$ cat config.mk
export PLATFORM = sky130hd
export DESIGN_NAME = state_variable_filter_top_flat
export DESIGN_NICKNAME = d
export VERILOG_FILES = /design/src/rtl/svf_pkg.sv /design/src/rtl/svf_if.sv /design/src/rtl/svf_mac.sv /design/src/rtl/state_variable_filter_top.sv /design/src/flat_wrapper.sv
export SDC_FILE = /design/constraint.sdc
export NUM_CORES = 1
export LEC_CHECK = 0
export ABC_CLOCK_PERIOD_IN_PS = 9750
export BUFFER_PORTS_ARGS = -buffer_cell sky130_fd_sc_hd__buf_2
export CAP_MARGIN = 20
export CORE_MARGIN = 4
export CORE_UTILIZATION = 60
export CTS_CLUSTER_SIZE = 40
export DETAILED_ROUTE_END_ITERATION = 10
export PLACE_DENSITY = 0.87
export SYNTH_ARGS = -nofsm -noshare
export SYNTH_HDL_FRONTEND = slang
export SYNTH_SLANG_ARGS = --single-unit
$ cat constraint.sdc
create_clock -name clk -period 9.75 [get_ports clk]
set_input_delay 1.4625 -clock clk [delete_from_list [all_inputs] [get_ports clk]]
set_output_delay 1.4625 -clock clk [all_outputs]
set_load 0.01 [all_outputs]
$ cat src/rtl/svf_pkg.sv
`timescale 1ns / 1ps
// ----------------------------------------------------------------------------
// svf_pkg
// Shared types and constants for the state variable filter.
// ----------------------------------------------------------------------------
package svf_pkg;

    localparam int DEF_SAMPLE_WIDTH = 16;
    localparam int DEF_STATE_WIDTH  = 24;

    localparam int FREQ_W      = 15;
    localparam int DAMP_W      = 16;
    localparam int GAIN_W      = 15;
    localparam int COEF_W      = 16;
    localparam int DIGIT_W     = 4;
    localparam int NUM_DIGITS  = COEF_W / DIGIT_W;
    localparam int CNT_W       = $clog2(NUM_DIGITS);

    localparam int GAIN_BASE   = 3277;
    localparam int GAIN_SLOPE  = 13107;

    localparam int CFG_IDX_W   = 1;
    localparam int CFG_DATA_W  = 16;

    localparam logic [CFG_IDX_W-1:0] REG_MODE    = 1'b0;
    localparam logic [CFG_IDX_W-1:0] REG_DAMPING = 1'b1;

    localparam logic [DAMP_W-1:0] DAMP_RESET = 16'd32768;

    typedef enum logic [1:0] {
        MODE_SILENT   = 2'd0,
        MODE_LOWPASS  = 2'd1,
        MODE_BANDPASS = 2'd2,
        MODE_HIGHPASS = 2'd3
    } mode_t;

    typedef enum logic [2:0] {
        ST_IDLE = 3'd0,
        ST_GAIN = 3'd1,
        ST_LP   = 3'd2,
        ST_HP   = 3'd3,
        ST_BP   = 3'd4,
        ST_OUT  = 3'd5
    } state_t;

    // command to the digit-serial multiplier
    typedef struct packed {
        logic              start;
        logic [COEF_W-1:0] coef;
    } mac_cmd_t;

endpackage

$ cat src/rtl/svf_if.sv
`timescale 1ns / 1ps
// ----------------------------------------------------------------------------
// svf_in_if / svf_out_if
// Valid/ready channels carrying filter input and output items.
// ----------------------------------------------------------------------------
interface svf_in_if #(
    parameter int SAMPLE_WIDTH = svf_pkg::DEF_SAMPLE_WIDTH
);
    import svf_pkg::*;

    logic                           valid;
    logic                           ready;
    logic signed [SAMPLE_WIDTH-1:0] sample_in;
    logic [FREQ_W-1:0]              freq_coef;

    modport source (output valid, output sample_in, output freq_coef, input ready);
    modport sink   (input valid, input sample_in, input freq_coef, output ready);
endinterface

interface svf_out_if #(
    parameter int SAMPLE_WIDTH = svf_pkg::DEF_SAMPLE_WIDTH
);
    logic                           valid;
    logic                           ready;
    logic signed [SAMPLE_WIDTH-1:0] sample_out;

    modport source (output valid, output sample_out, input ready);
    modport sink   (input valid, input sample_out, output ready);
endinterface

$ cat src/rtl/svf_mac.sv
`timescale 1ns / 1ps
// ----------------------------------------------------------------------------
// svf_mac
// Digit-serial multiplier: signed multiplicand times 16-bit unsigned
// coefficient, 4 coefficient bits per cycle, result floor(P / 2^15).
// The 15 bits shifted out below the result come out on prod_lo.
// ----------------------------------------------------------------------------
module svf_mac #(
    parameter int MW = svf_pkg::DEF_STATE_WIDTH
) (
    input  logic                          clk,
    input  logic                          rst_n,
    input  svf_pkg::mac_cmd_t             cmd,
    input  logic signed [MW-1:0]          mult,
    output logic signed [MW+1:0]          prod,
    output logic [svf_pkg::COEF_W-2:0]    prod_lo,
    output logic                          done
);
    import svf_pkg::*;

    localparam int AW = MW + 5;

    logic                  busy_reg, busy_next;
    logic                  done_reg, done_next;
    logic [CNT_W-1:0]      cnt_reg, cnt_next;
    logic [COEF_W-1:0]     coef_reg, coef_next;
    logic signed [MW-1:0]  m_reg, m_next;
    logic signed [AW-1:0]  acc_reg, acc_next;
    logic [COEF_W-1:0]     lo_reg, lo_next;

    logic [DIGIT_W-1:0]    digit;
    logic signed [AW-1:0]  term;
    logic signed [AW-1:0]  sum;
    logic                  last;

    assign digit = coef_reg[DIGIT_W-1:0];
    assign term  = AW'($signed({1'b0, digit})) * AW'(m_reg);
    assign sum   = acc_reg + term;
    assign last  = (cnt_reg == CNT_W'(NUM_DIGITS - 1));

    always_comb
    begin
        busy_next = busy_reg;
        done_next = done_reg;
        cnt_next  = cnt_reg;
        coef_next = coef_reg;
        m_next    = m_reg;
        acc_next  = acc_reg;
        lo_next   = lo_reg;
        if (cmd.start)
        begin
            busy_next = 1'b1;
            done_next = 1'b0;
            cnt_next  = '0;
            coef_next = cmd.coef;
            m_next    = mult;
            acc_next  = '0;
            lo_next   = '0;
        end
        else if (busy_reg)
        begin
            coef_next = coef_reg >> DIGIT_W;
            cnt_next  = cnt_reg + 1'b1;
            // last digit shifts one bit less: total shift is 15, not 16
            acc_next  = last ? (sum >>> (DIGIT_W - 1)) : (sum >>> DIGIT_W);
            // dropped low bits collect from the top; bit 0 ends up unused
            lo_next   = last ? {sum[DIGIT_W-2:0], lo_reg[COEF_W-1:DIGIT_W-1]}
                             : {sum[DIGIT_W-1:0], lo_reg[COEF_W-1:DIGIT_W]};
            if (last)
            begin
                busy_next = 1'b0;
                done_next = 1'b1;
            end
        end
    end

    always_ff @(posedge clk or negedge rst_n)
    begin
        if (!rst_n)
        begin
            busy_reg <= 1'b0;
            done_reg <= 1'b0;
            cnt_reg  <= '0;
        end
        else
        begin
            busy_reg <= busy_next;
            done_reg <= done_next;
            cnt_reg  <= cnt_next;
        end
    end

    always_ff @(posedge clk)
    begin
        coef_reg <= coef_next;
        m_reg    <= m_next;
        acc_reg  <= acc_next;
        lo_reg   <= lo_next;
    end

    assign prod    = acc_reg[MW+1:0];
    assign prod_lo = lo_reg[COEF_W-1:1];
    assign done    = done_reg;

endmodule

$ cat src/rtl/state_variable_filter_top.sv
`timescale 1ns / 1ps
// ----------------------------------------------------------------------------
// state_variable_filter_top
// Two-pole state variable filter, fixed point, one shared digit-serial
// multiplier sequenced over gain, lowpass, highpass, bandpass and output.
// ----------------------------------------------------------------------------
//  channel   dir   handshake        payload
//  in_ch     in    valid / ready    sample_in, freq_coef
//  out_ch    out   valid / ready    sample_out
//  cfg       in    cfg_we           cfg_index, cfg_data (mode, damping)
//
//  An item is accepted, then runs five multiplies on the single MAC, each
//  in the steps issue, four 4-bit coefficient digits and write-back.
//  Input is taken only in idle; a finished result waits in the output register
//  while the next item runs. The final write-back stalls if that register is
//  still full. Reset clears the filter state, mode = lowpass, damping = 1.0.
// ----------------------------------------------------------------------------
module state_variable_filter_top #(
    parameter int SAMPLE_WIDTH = svf_pkg::DEF_SAMPLE_WIDTH,
    parameter int STATE_WIDTH  = svf_pkg::DEF_STATE_WIDTH
) (
    input  logic                               clk,
    input  logic                               rst_n,
    svf_in_if.sink                             in_ch,
    svf_out_if.source                          out_ch,
    input  logic                               cfg_we,
    input  logic [svf_pkg::CFG_IDX_W-1:0]      cfg_index,
    input  logic [svf_pkg::CFG_DATA_W-1:0]     cfg_data
);
    import svf_pkg::*;

    localparam int SW = STATE_WIDTH;
    localparam int XW = SAMPLE_WIDTH;
    // state frac bits minus sample frac bits
    localparam int D  = SW - XW - 4;
    localparam int AW = SW + XW + 2;
    // full product shift from tap * gain down to sample format
    localparam int OS = COEF_W - 1 + D;

    state_t                state_reg, state_next;
    logic                  first_reg, first_next;
    logic                  out_valid_reg;
    mode_t                 mode_reg;
    logic [DAMP_W-1:0]     damping_reg;
    logic signed [SW-1:0]  lp_reg, bp_reg, hp_reg;
    logic signed [XW-1:0]  x_reg;
    logic [FREQ_W-1:0]     f_reg;
    logic [GAIN_W-1:0]     gain_reg;
    logic signed [XW-1:0]  out_data_reg;

    mac_cmd_t              mac_cmd;
    logic signed [SW-1:0]  mac_mult;
    logic signed [SW+1:0]  mac_prod;
    logic [COEF_W-2:0]     mac_lo;
    logic                  mac_done;

    logic                  step_done;
    logic                  out_load;
    logic                  accept;
    logic signed [SW-1:0]  tap;

    logic signed [AW-1:0]      x_wide;
    logic signed [SW-1:0]      xs;
    logic signed [SW+3:0]      lp_sum, hp_sum, bp_sum;
    logic signed [SW-1:0]      lp_sat, hp_sat, bp_sat;
    logic signed [SW+COEF_W:0] p_full;
    logic signed [AW-1:0]      y_wide;
    logic signed [XW-1:0]      y_sat;

    function automatic logic signed [SW-1:0] sat_state(input logic signed [SW+3:0] v);
        logic [4:0] top;
        top = v[SW+3:SW-1];
        if ((&top) || !(|top))
            return v[SW-1:0];
        else if (v[SW+3])
            return {1'b1, {(SW-1){1'b0}}};
        else
            return {1'b0, {(SW-1){1'b1}}};
    endfunction

    svf_mac #(.MW(SW)) u_mac (
        .clk     (clk),
        .rst_n   (rst_n),
        .cmd     (mac_cmd),
        .mult    (mac_mult),
        .prod    (mac_prod),
        .prod_lo (mac_lo),
        .done    (mac_done)
    );

    // full-precision product of the last multiply
    assign p_full = {mac_prod, mac_lo};

    // sample into state format, and scaled product back to sample format
    generate
        if (D >= 0)
        begin : g_up
            assign x_wide = AW'(x_reg) <<< D;
        end
        else
        begin : g_down
            localparam int ND = -D;
            assign x_wide = AW'(x_reg) >>> ND;
        end
        if (OS >= 0)
        begin : g_out_down
            assign y_wide = AW'(p_full >>> OS);
        end
        else
        begin : g_out_up
            assign y_wide = AW'(p_full) <<< (-OS);
        end
    endgenerate

    always_comb
    begin
        if ((&x_wide[AW-1:SW-1]) || !(|x_wide[AW-1:SW-1]))
            xs = x_wide[SW-1:0];
        else if (x_wide[AW-1])
            xs = {1'b1, {(SW-1){1'b0}}};
        else
            xs = {1'b0, {(SW-1){1'b1}}};

        if ((&y_wide[AW-1:XW-1]) || !(|y_wide[AW-1:XW-1]))
            y_sat = y_wide[XW-1:0];
        else if (y_wide[AW-1])
            y_sat = {1'b1, {(XW-1){1'b0}}};
        else
            y_sat = {1'b0, {(XW-1){1'b1}}};
    end

    assign lp_sum = (SW+4)'(lp_reg) + (SW+4)'(mac_prod);
    assign hp_sum = (SW+4)'(xs) - (SW+4)'(lp_reg) - (SW+4)'(mac_prod);
    assign bp_sum = (SW+4)'(bp_reg) + (SW+4)'(mac_prod);
    assign lp_sat = sat_state(lp_sum);
    assign hp_sat = sat_state(hp_sum);
    assign bp_sat = sat_state(bp_sum);

    always_comb
    begin
        case (mode_reg)
            MODE_SILENT:   tap = '0;
            MODE_LOWPASS:  tap = lp_reg;
            MODE_BANDPASS: tap = bp_reg;
            MODE_HIGHPASS: tap = hp_reg;
            default:       tap = lp_reg;
        endcase
    end

    // MAC result is valid once done is up and the issue cycle is past
    assign step_done = mac_done && !first_reg;
    assign accept    = in_ch.valid && (state_reg == ST_IDLE);
    assign out_load  = (state_reg == ST_OUT) && step_done && (!out_valid_reg || out_ch.ready);

    // next state
    always_comb
    begin
        state_next = state_reg;
        first_next = 1'b0;
        case (state_reg)
            ST_IDLE:
            begin
                if (accept)
                begin
                    state_next = ST_GAIN;
                    first_next = 1'b1;
                end
            end
            ST_GAIN:
            begin
                if (step_done)
                begin
                    state_next = ST_LP;
                    first_next = 1'b1;
                end
            end
            ST_LP:
            begin
                if (step_done)
                begin
                    state_next = ST_HP;
                    first_next = 1'b1;
                end
            end
            ST_HP:
            begin
                if (step_done)
                begin
                    state_next = ST_BP;
                    first_next = 1'b1;
                end
            end
            ST_BP:
            begin
                if (step_done)
                begin
                    state_next = ST_OUT;
                    first_next = 1'b1;
                end
            end
            ST_OUT:
            begin
                if (out_load)
                    state_next = ST_IDLE;
            end
            default:
            begin
                state_next = ST_IDLE;
            end
        endcase
    end

    // outputs: MAC operands per step
    always_comb
    begin
        mac_cmd.start = first_reg && (state_reg != ST_IDLE);
        mac_cmd.coef  = '0;
        mac_mult      = '0;
        in_ch.ready   = (state_reg == ST_IDLE);
        case (state_reg)
            ST_GAIN:
            begin
                mac_cmd.coef = COEF_W'(GAIN_SLOPE);
                mac_mult     = SW'($signed({1'b0, damping_reg}));
            end
            ST_LP:
            begin
                mac_cmd.coef = {1'b0, f_reg};
                mac_mult     = bp_reg;
            end
            ST_HP:
            begin
                mac_cmd.coef = damping_reg;
                mac_mult     = bp_reg;
            end
            ST_BP:
            begin
                mac_cmd.coef = {1'b0, f_reg};
                mac_mult     = hp_reg;
            end
            ST_OUT:
            begin
                mac_cmd.coef = {1'b0, gain_reg};
                mac_mult     = tap;
            end
            default:
            begin
                mac_cmd.coef = '0;
                mac_mult     = '0;
            end
        endcase
    end

    always_ff @(posedge clk or negedge rst_n)
    begin
        if (!rst_n)
        begin
            state_reg     <= ST_IDLE;
            first_reg     <= 1'b0;
            out_valid_reg <= 1'b0;
            mode_reg      <= MODE_LOWPASS;
            damping_reg   <= DAMP_RESET;
            lp_reg        <= '0;
            bp_reg        <= '0;
            hp_reg        <= '0;
        end
        else
        begin
            state_reg <= state_next;
            first_reg <= first_next;

            if (out_load)
                out_valid_reg <= 1'b1;
            else if (out_ch.ready)
                out_valid_reg <= 1'b0;

            if (cfg_we)
            begin
                case (cfg_index)
                    REG_MODE:    mode_reg    <= mode_t'(cfg_data[1:0]);
                    REG_DAMPING: damping_reg <= cfg_data[DAMP_W-1:0];
                    default:     ;
                endcase
            end

            if (step_done && (state_reg == ST_LP))
                lp_reg <= lp_sat;
            if (step_done && (state_reg == ST_HP))
                hp_reg <= hp_sat;
            if (step_done && (state_reg == ST_BP))
                bp_reg <= bp_sat;
        end
    end

    always_ff @(posedge clk)
    begin
        if (accept)
        begin
            x_reg <= in_ch.sample_in;
            f_reg <= in_ch.freq_coef;
        end
        if (step_done && (state_reg == ST_GAIN))
            gain_reg <= GAIN_W'(GAIN_BASE) + mac_prod[GAIN_W-1:0];
        if (out_load)
            out_data_reg <= y_sat;
    end

    assign out_ch.valid      = out_valid_reg;
    assign out_ch.sample_out = out_data_reg;

endmodule

$ cat src/flat_wrapper.sv
// flat-port wrapper written by rule: the top's interface ports become plain ports
module state_variable_filter_top_flat import svf_pkg::*;
#(
    parameter int SAMPLE_WIDTH = svf_pkg::DEF_SAMPLE_WIDTH,
    parameter int STATE_WIDTH  = svf_pkg::DEF_STATE_WIDTH
)
  (clk, rst_n, cfg_we, cfg_index, cfg_data, in_ch_valid, in_ch_sample_in, in_ch_freq_coef, in_ch_ready, out_ch_valid, out_ch_sample_out, out_ch_ready);
  svf_in_if #(.SAMPLE_WIDTH(SAMPLE_WIDTH)) in_ch_i ();
  svf_out_if #(.SAMPLE_WIDTH(SAMPLE_WIDTH)) out_ch_i ();
  input  logic clk;
  input  logic rst_n;
  input  logic cfg_we;
  input  logic [svf_pkg::CFG_IDX_W-1:0] cfg_index;
  input  logic [svf_pkg::CFG_DATA_W-1:0] cfg_data;
  input wire logic [$bits(in_ch_i.valid)-1:0] in_ch_valid;
  input wire logic [$bits(in_ch_i.sample_in)-1:0] in_ch_sample_in;
  input wire logic [$bits(in_ch_i.freq_coef)-1:0] in_ch_freq_coef;
  output wire logic [$bits(in_ch_i.ready)-1:0] in_ch_ready;
  output wire logic [$bits(out_ch_i.valid)-1:0] out_ch_valid;
  output wire logic [$bits(out_ch_i.sample_out)-1:0] out_ch_sample_out;
  input wire logic [$bits(out_ch_i.ready)-1:0] out_ch_ready;
  assign in_ch_i.valid = in_ch_valid;
  assign in_ch_i.sample_in = in_ch_sample_in;
  assign in_ch_i.freq_coef = in_ch_freq_coef;
  assign in_ch_ready = in_ch_i.ready;
  assign out_ch_valid = out_ch_i.valid;
  assign out_ch_sample_out = out_ch_i.sample_out;
  assign out_ch_i.ready = out_ch_ready;
  state_variable_filter_top #(.SAMPLE_WIDTH(SAMPLE_WIDTH), .STATE_WIDTH(STATE_WIDTH)) u_core (.clk(clk), .rst_n(rst_n), .in_ch(in_ch_i), .out_ch(out_ch_i), .cfg_we(cfg_we), .cfg_index(cfg_index), .cfg_data(cfg_data));
endmodule
==> run_results.csv, run 1 <==
group,metric,value,unit
status,outcome,"finished, final reports clean",
route,vias,16190,
route,post_drt_wl_per_cell,20.62,µm
synthesis,synth_top_area_cell,"edfxtp_1",
final_layout,antenna-diode-count,0,
clocking,cts_sinks,227,
final_layout,area_growth,8.283,%
clocking,cts_hold_buf,0,
placement,gp_congestion,0.9868,
die,fp.dieH,186.6,µm
global_route,grt_usage,0.2911,
synthesis,ys_async_sr_fraction,0.4361,
clocking,cts_root_buffer,"clkbuf_16",
synthesis,synthTopCellsByCount,"nand2_1, inv_1, ha_1, nor2_1, a21oi_1",
placement,placedCellCount,2485,
route,drt-vias-per-instance,6.392,
synthesis,synth.cell_area,19140,µm²
synthesis,yosysTopAreaCellShare,0.1600,
global_route,grt_start_max_net_pins,55,
die,core,31470,µm²
clocking,cts_resized,0,
final_layout,regArea,6063,µm²
critical_path,r2r_slack,4210,ps
clocking,cts-buffers-inserted,27,
clocking,clk_pin_slew,60,ps
run,max_cap_viol_count,0,
global_route,grt_first_pass_wirelength,83.32,mm
synthesis,synth_area_leaders,"edfxtp_1, dfrtp_1, ha_1",
critical_path,setup.worst_path.start_class,"flop",
clocking,clk_latency,540,ps
sta,setup_violations,0,
die,initial_core_util,0.6081,
clocking,h-tree-depth,1,
placement,dp_hpwl,40.10,mm
route,drc,0,
sta,skew,15.18,ps
final_layout,nets,2423,
die,die_w,186.6,µm
synthesis,ys_seq_area_frac,0.3168,
sta,hold_viol,0,
route,drt_wl_total,52.23,mm
clocking,post-cts-setup-buffers,0,
sta,period_needed,5536,ps
global_route,grt_pass1_vias,15840,
critical_path,crit_arrival,5950,ps
final_layout,stdcell_count,2533,
synthesis,yosysWarnings,0,
synthesis,synth-seq-cells,227,
global_route,antenna_found_initial,0,
die,die-area,34820,µm²
synthesis,ys.flop_type,"edfxtp_1",
sta,timing.slew.headroom,0.3566,
synthesis,ys_types,85,
sta,rsz0062_at_grt,"false",
critical_path,worstSetupPathType,"flop to flop",
placement,port_buffers,70,
critical_path,endpoint_kind,"flop",
sta,maxSlewViolCount,0,
clocking,cts_tree,"built",
clocking,cts_buffer_depth,3,
die,rows,65,
synthesis,synth_edf_count,102,
global_route,gr-total-overflow,0,
final_layout,num-fill-cells,2488,
synthesis,synth_nets,2390,
synthesis,yosysMostFrequentCell,"nand2_1",
critical_path,cp.required,10170,ps
hold_path,hold_class,"flop to flop",
sta,fmax,0.1806,GHz
die,io_pins,71,
route,first_iter_violations,2017,
synthesis,syn_inst,2079,
final_layout,drive_gt1_frac,0.09808,
final_layout,multiInputGateArea,11940,µm²
critical_path,critPathMaxFanout,24,
sta,fin_tns_setup,0,ps
sta,worst-slew-pin-transition,958.6,ps
sta,fin_crit_sh,0.5678,
route,first_pass_iters,10,
final_layout,largest_reg_flops,26,
synthesis,avgSynthCellArea,9.206,µm²
route,ant_nets,0,
## critical path, stage by stage, from the launching register on
cell and delay [ps]:
edfxtp_1 860, nand2_1 170, fa_1 550, inv_1 60, fa_1 530, inv_1 50
fa_1 480, inv_1 50, ha_1 330, a2111oi_0 380, o31ai_1 180, a221o_1 410
o21ai_1 340, o31ai_2 160, a31o_2 290, a31oi_1 230, nor4_1 70, a211o_1 260
## kinds of logic after synthesis
group                    share of synthesized area
flip-flops                                  0.3168
AO/OA/AOI/OAI                               0.2123
AND/OR/NAND/NOR                             0.1384
XOR/XNOR                                   0.04753
multiplexers                               0.01634
adder cells (fa/ha/maj)                     0.2075
buffers and inverters                      0.06113
## cell usage in the layout, fill, tap and decap left out, types with 21 or more instances in the layout
cell type	netlist	final
nand2_1	218	218
inv_1	214	214
ha_1	159	159
nor2_1	139	138
a21oi_1	133	132
o21ai_0	102	102
edfxtp_1	102	102
fa_1	99	99
dfrtp_1	97	97
xnor2_1	69	69
buf_2	11	69
and2_1	62	62
a21o_1	42	42
o21ai_1	34	34
xor2_1	33	33
nor3_1	32	32
nor2b_1	30	30
clkbuf_16	0	27
a211oi_1	27	26
dfxtp_1	26	26
a22oi_1	21	21
nand3_1	21	21
o21a_1	21	21
## per-layer routing
metal,vias to the layer above,track usage,part of all wire
met5,-,0,0
met4,0,0.1001,0.040
met3,144,0.04171,0.11
met2,915,0.4568,0.45
met1,7774,0.4183,0.41
li1,7358,-,-
## path summary, 6_finish.rpt
kind | startpoint | endpoint | cells past startpoint
setup / recovery | u_core.u_mac.coef_reg[0]$_DFFE_PP_ | u_core.u_mac.acc_reg[24]$_SDFFE_PP0P_ | 17
hold / removal | u_core.bp_reg[2]$_DFFE_PN0P_ | u_core.bp_reg[2]$_DFFE_PN0P_ | 2
setup reg to reg | u_core.u_mac.coef_reg[0]$_DFFE_PP_ | u_core.u_mac.acc_reg[24]$_SDFFE_PP0P_ | 17
hold reg to reg | u_core.bp_reg[2]$_DFFE_PN0P_ | u_core.bp_reg[2]$_DFFE_PN0P_ | 2
max in group asynchronous | rst_n | u_core.bp_reg[22]$_DFFE_PN0P_ | 2
min in group asynchronous | rst_n | u_core.damping_reg[5]$_DFFE_PN0P_ | 1
## layout make-up
cell class / count / share of cell area
clock buffers: 29 / 0.03345
clock inverters: 19 / 0.009902
inverters: 216 / 0.03912
multi-input cells: 1550 / 0.5760
flip-flops and latches: 227 / 0.2926
well taps: 402 / 0.02427
repair buffers: 90 / 0.02463
## through the flow
| step | utilization | hold WS [ps] | area [µm²] | setup slack [ps] |
|---|---|---|---|---|
| final | 0.6584 | 522.5 | 20720 | 4214 |
| after global routing | 0.6584 | 555.4 | 20720 | 3838 |
| after CTS | 0.6584 | 522.5 | 20720 | 4225 |
| after detailed placement | 0.6299 | 509.9 | 19830 | 4233 |
| after global placement | 0.6294 | 496.0 | 19810 | 4434 |
| after floorplan | - | 477.4 | 19140 | 4950 |
Power of run 1 is not shown: default switching activity piles up to over one toggle a cycle in this logic, so the estimate is an artifact.
==> run 2: changes to the inputs <==
Settings changed: ABC_CLOCK_PERIOD_IN_PS 9750 to 4900, CORE_UTILIZATION 60 to 58.
Clock period 9.75 ns to 4.9 ns, I/O delays scaled along.
==> run 2 against run 1 <==
Register-to-register slack lost 4200 ps. Via count grew 0.96%. Sequential share of layout area shrank 0.88 points. Global-route usage grew 0.22 points. Maximum frequency grew 14%. Core utilization shrank 0.18 points. Largest cell class unchanged.
==> run_results.csv, run 2 (synthesis gave the netlist of run 1 again) <==
group,metric,value,unit
status,outcome,"finished, final reports clean",
global_route,grt_pass1_vias,15860,
global_route,grt_start_max_net_pins,63,
die,die_w,189.7,µm
die,fp.dieH,189.7,µm
route,vias,16350,
die,die-area,35970,µm²
clocking,cts_tree,"built",
critical_path,cpMaxStageDelayCell,"edfxtp_1",
placement,dp_hpwl,41.91,mm
route,drt-vias-per-instance,6.220,
final_layout,layout_common_cells,"nand2_1, inv_1, ha_1",
placement,port_buffers,70,
final_layout,multiInputGateArea,12040,µm²
die,io_pins,71,
run,max_cap_viol_count,0,
critical_path,worstSetupPathType,"flop to flop",
clocking,h-tree-depth,1,
sta,hold_viol,0,
sta,worst-slew-pin-transition,976.6,ps
global_route,grt_first_pass_wirelength,84.65,mm
final_layout,nets,2477,
sta,setup_violations,0,
final_layout,antenna-diode-count,0,
clocking,cts-buffers-inserted,27,
route,first_pass_iters,9,
critical_path,crit_start,"u_core.u_mac.coef_reg[0]$_DFFE_PP_",
clocking,cts_sinks,227,
final_layout,final_area,21360,µm²
die,rows,66,
route,drt_wl_total,54.72,mm
sta,period_needed,4852,ps
final_layout,largest_reg_flops,26,
global_route,antenna_found_initial,0,
die,core,32540,µm²
hold_path,hold_class,"primary input to asynchronous set/reset pin",
route,post_drt_wl_per_cell,20.82,µm
critical_path,setup.worst_path.start_class,"flop",
clocking,cts_root_buffer,"clkbuf_16",
route,ant_nets,0,
die,initial_core_util,0.5882,
critical_path,r2r_start,"u_core.u_mac.coef_reg[0]$_DFFE_PP_",
final_layout,area_growth,11.63,%
sta,fmax,0.2061,GHz
critical_path,crit_chain,"nand2_1, fa_1, inv_1, fa_1, inv_1, fa_1, inv_1, ha_2, a2111oi_4, o31ai_2, a221o_1, o21ai_2, buf_4, o31ai_4, a31o_2, a31oi_2, nor4_1, a211o_1",
global_route,gr-total-overflow,0,
sta,skew,11.02,ps
global_route,grt_usage,0.2933,
critical_path,worstReg2RegEnd,"u_core.u_mac.acc_reg[24]$_SDFFE_PP0P_",
clocking,cts_buffer_depth,3,
sta,timing.slew.headroom,0.3489,
critical_path,endpoint,"u_core.u_mac.acc_reg[24]$_SDFFE_PP0P_",
clocking,cts_hold_buf,0,
sta,fin_tns_setup,0,ps
sta,maxSlewViolCount,0,
final_layout,regArea,6063,µm²
final_layout,num-fill-cells,2543,
route,drc,0,
final_layout,drive_gt1_frac,0.1285,
clocking,clk_pin_slew,60,ps
critical_path,crit_arrival,5300,ps
critical_path,rr_worst_depth,18,
critical_path,endpoint_kind,"flop",
sta,fin_crit_sh,0.9902,
placement,dp_slack,-6.011,ps
critical_path,max_stage_delay,550,ps
placement,gp_congestion,0.9914,
clocking,clk_latency,560,ps
critical_path,critPathMaxFanout,6,
critical_path,r2r_slack,50,ps
critical_path,cp.required,5350,ps
sta,finalWorstSetupSlack,47.90,ps
placement,post_dp_cell_area,20250,µm²
final_layout,mostFrequentLayoutCell,"nand2_1",
route,first_iter_violations,1901,
sta,holdWs,303.9,ps
[run 2: worst min path at each step]
stage	from	endpoint	slack (ps)	cells past startpoint
3_5_place_dp	u_core.bp_reg[7]$_DFFE_PN0P_	u_core.bp_reg[7]$_DFFE_PN0P_	510	2
2_1_floorplan	rst_n	u_core.bp_reg[0]$_DFFE_PN0P_	440	0
3_3_place_gp	u_core.bp_reg[12]$_DFFE_PN0P_	u_core.bp_reg[12]$_DFFE_PN0P_	500	2
5_1_grt	in_ch_sample_in[9]	u_core.x_reg[9]$_DFFE_PP_	350	1
6_report	rst_n	u_core.u_mac.cnt_reg[0]$_DFFE_PN0P_	300	1
4_1_cts	in_ch_sample_in[8]	u_core.x_reg[8]$_DFFE_PP_	330	1
[run 2: layout make-up]
class                   count  area share
multi-input cells        1550      0.5635
flip-flops and latches    227      0.2838
repair buffers            144     0.04346
inverters                 216     0.03795
clock buffers              37     0.03725
well taps                 442     0.02589
clock inverters            12    0.008199
[run 2: routing by layer]
metal / routed length (µm) / GRT usage / vias up / part of all wire
met5: 0 / 0 / - / 0
met4: 2003 / 0.09349 / 0 / 0.037
met3: 5896 / 0.06404 / 150 / 0.11
met2: 24790 / 0.4636 / 881 / 0.45
met1: 22040 / 0.4072 / 7856 / 0.40
li1: - / - / 7460 / -
[run 2: through the flow]
step                utilization  std cells
floorplan                     -       2079
global placement         0.6223       2575
detailed placement       0.6223       2575
CTS                      0.6523       2624
global route             0.6566       2628
finish                   0.6566       2628
[run 2: worst max-delay path: cells and delay by family (launching register included)]
kind	cells	cell delay [ps]
AOI/OAI and AO/OA	8	1820
and+or+nand+nor	2	210
adders and majority gates	4	1830
buffers and inverters	4	330
DFF	1	550
[run 2: what timing repair did]
item | in CTS | in global routing
setup endpoints to repair | 1 | 15
pin swaps | 0 | 3
gates resized for setup | 1 | 28
gates cloned | 0 | 1
setup buffers | 0 | 3
Power of run 2 is left out for the same reason.
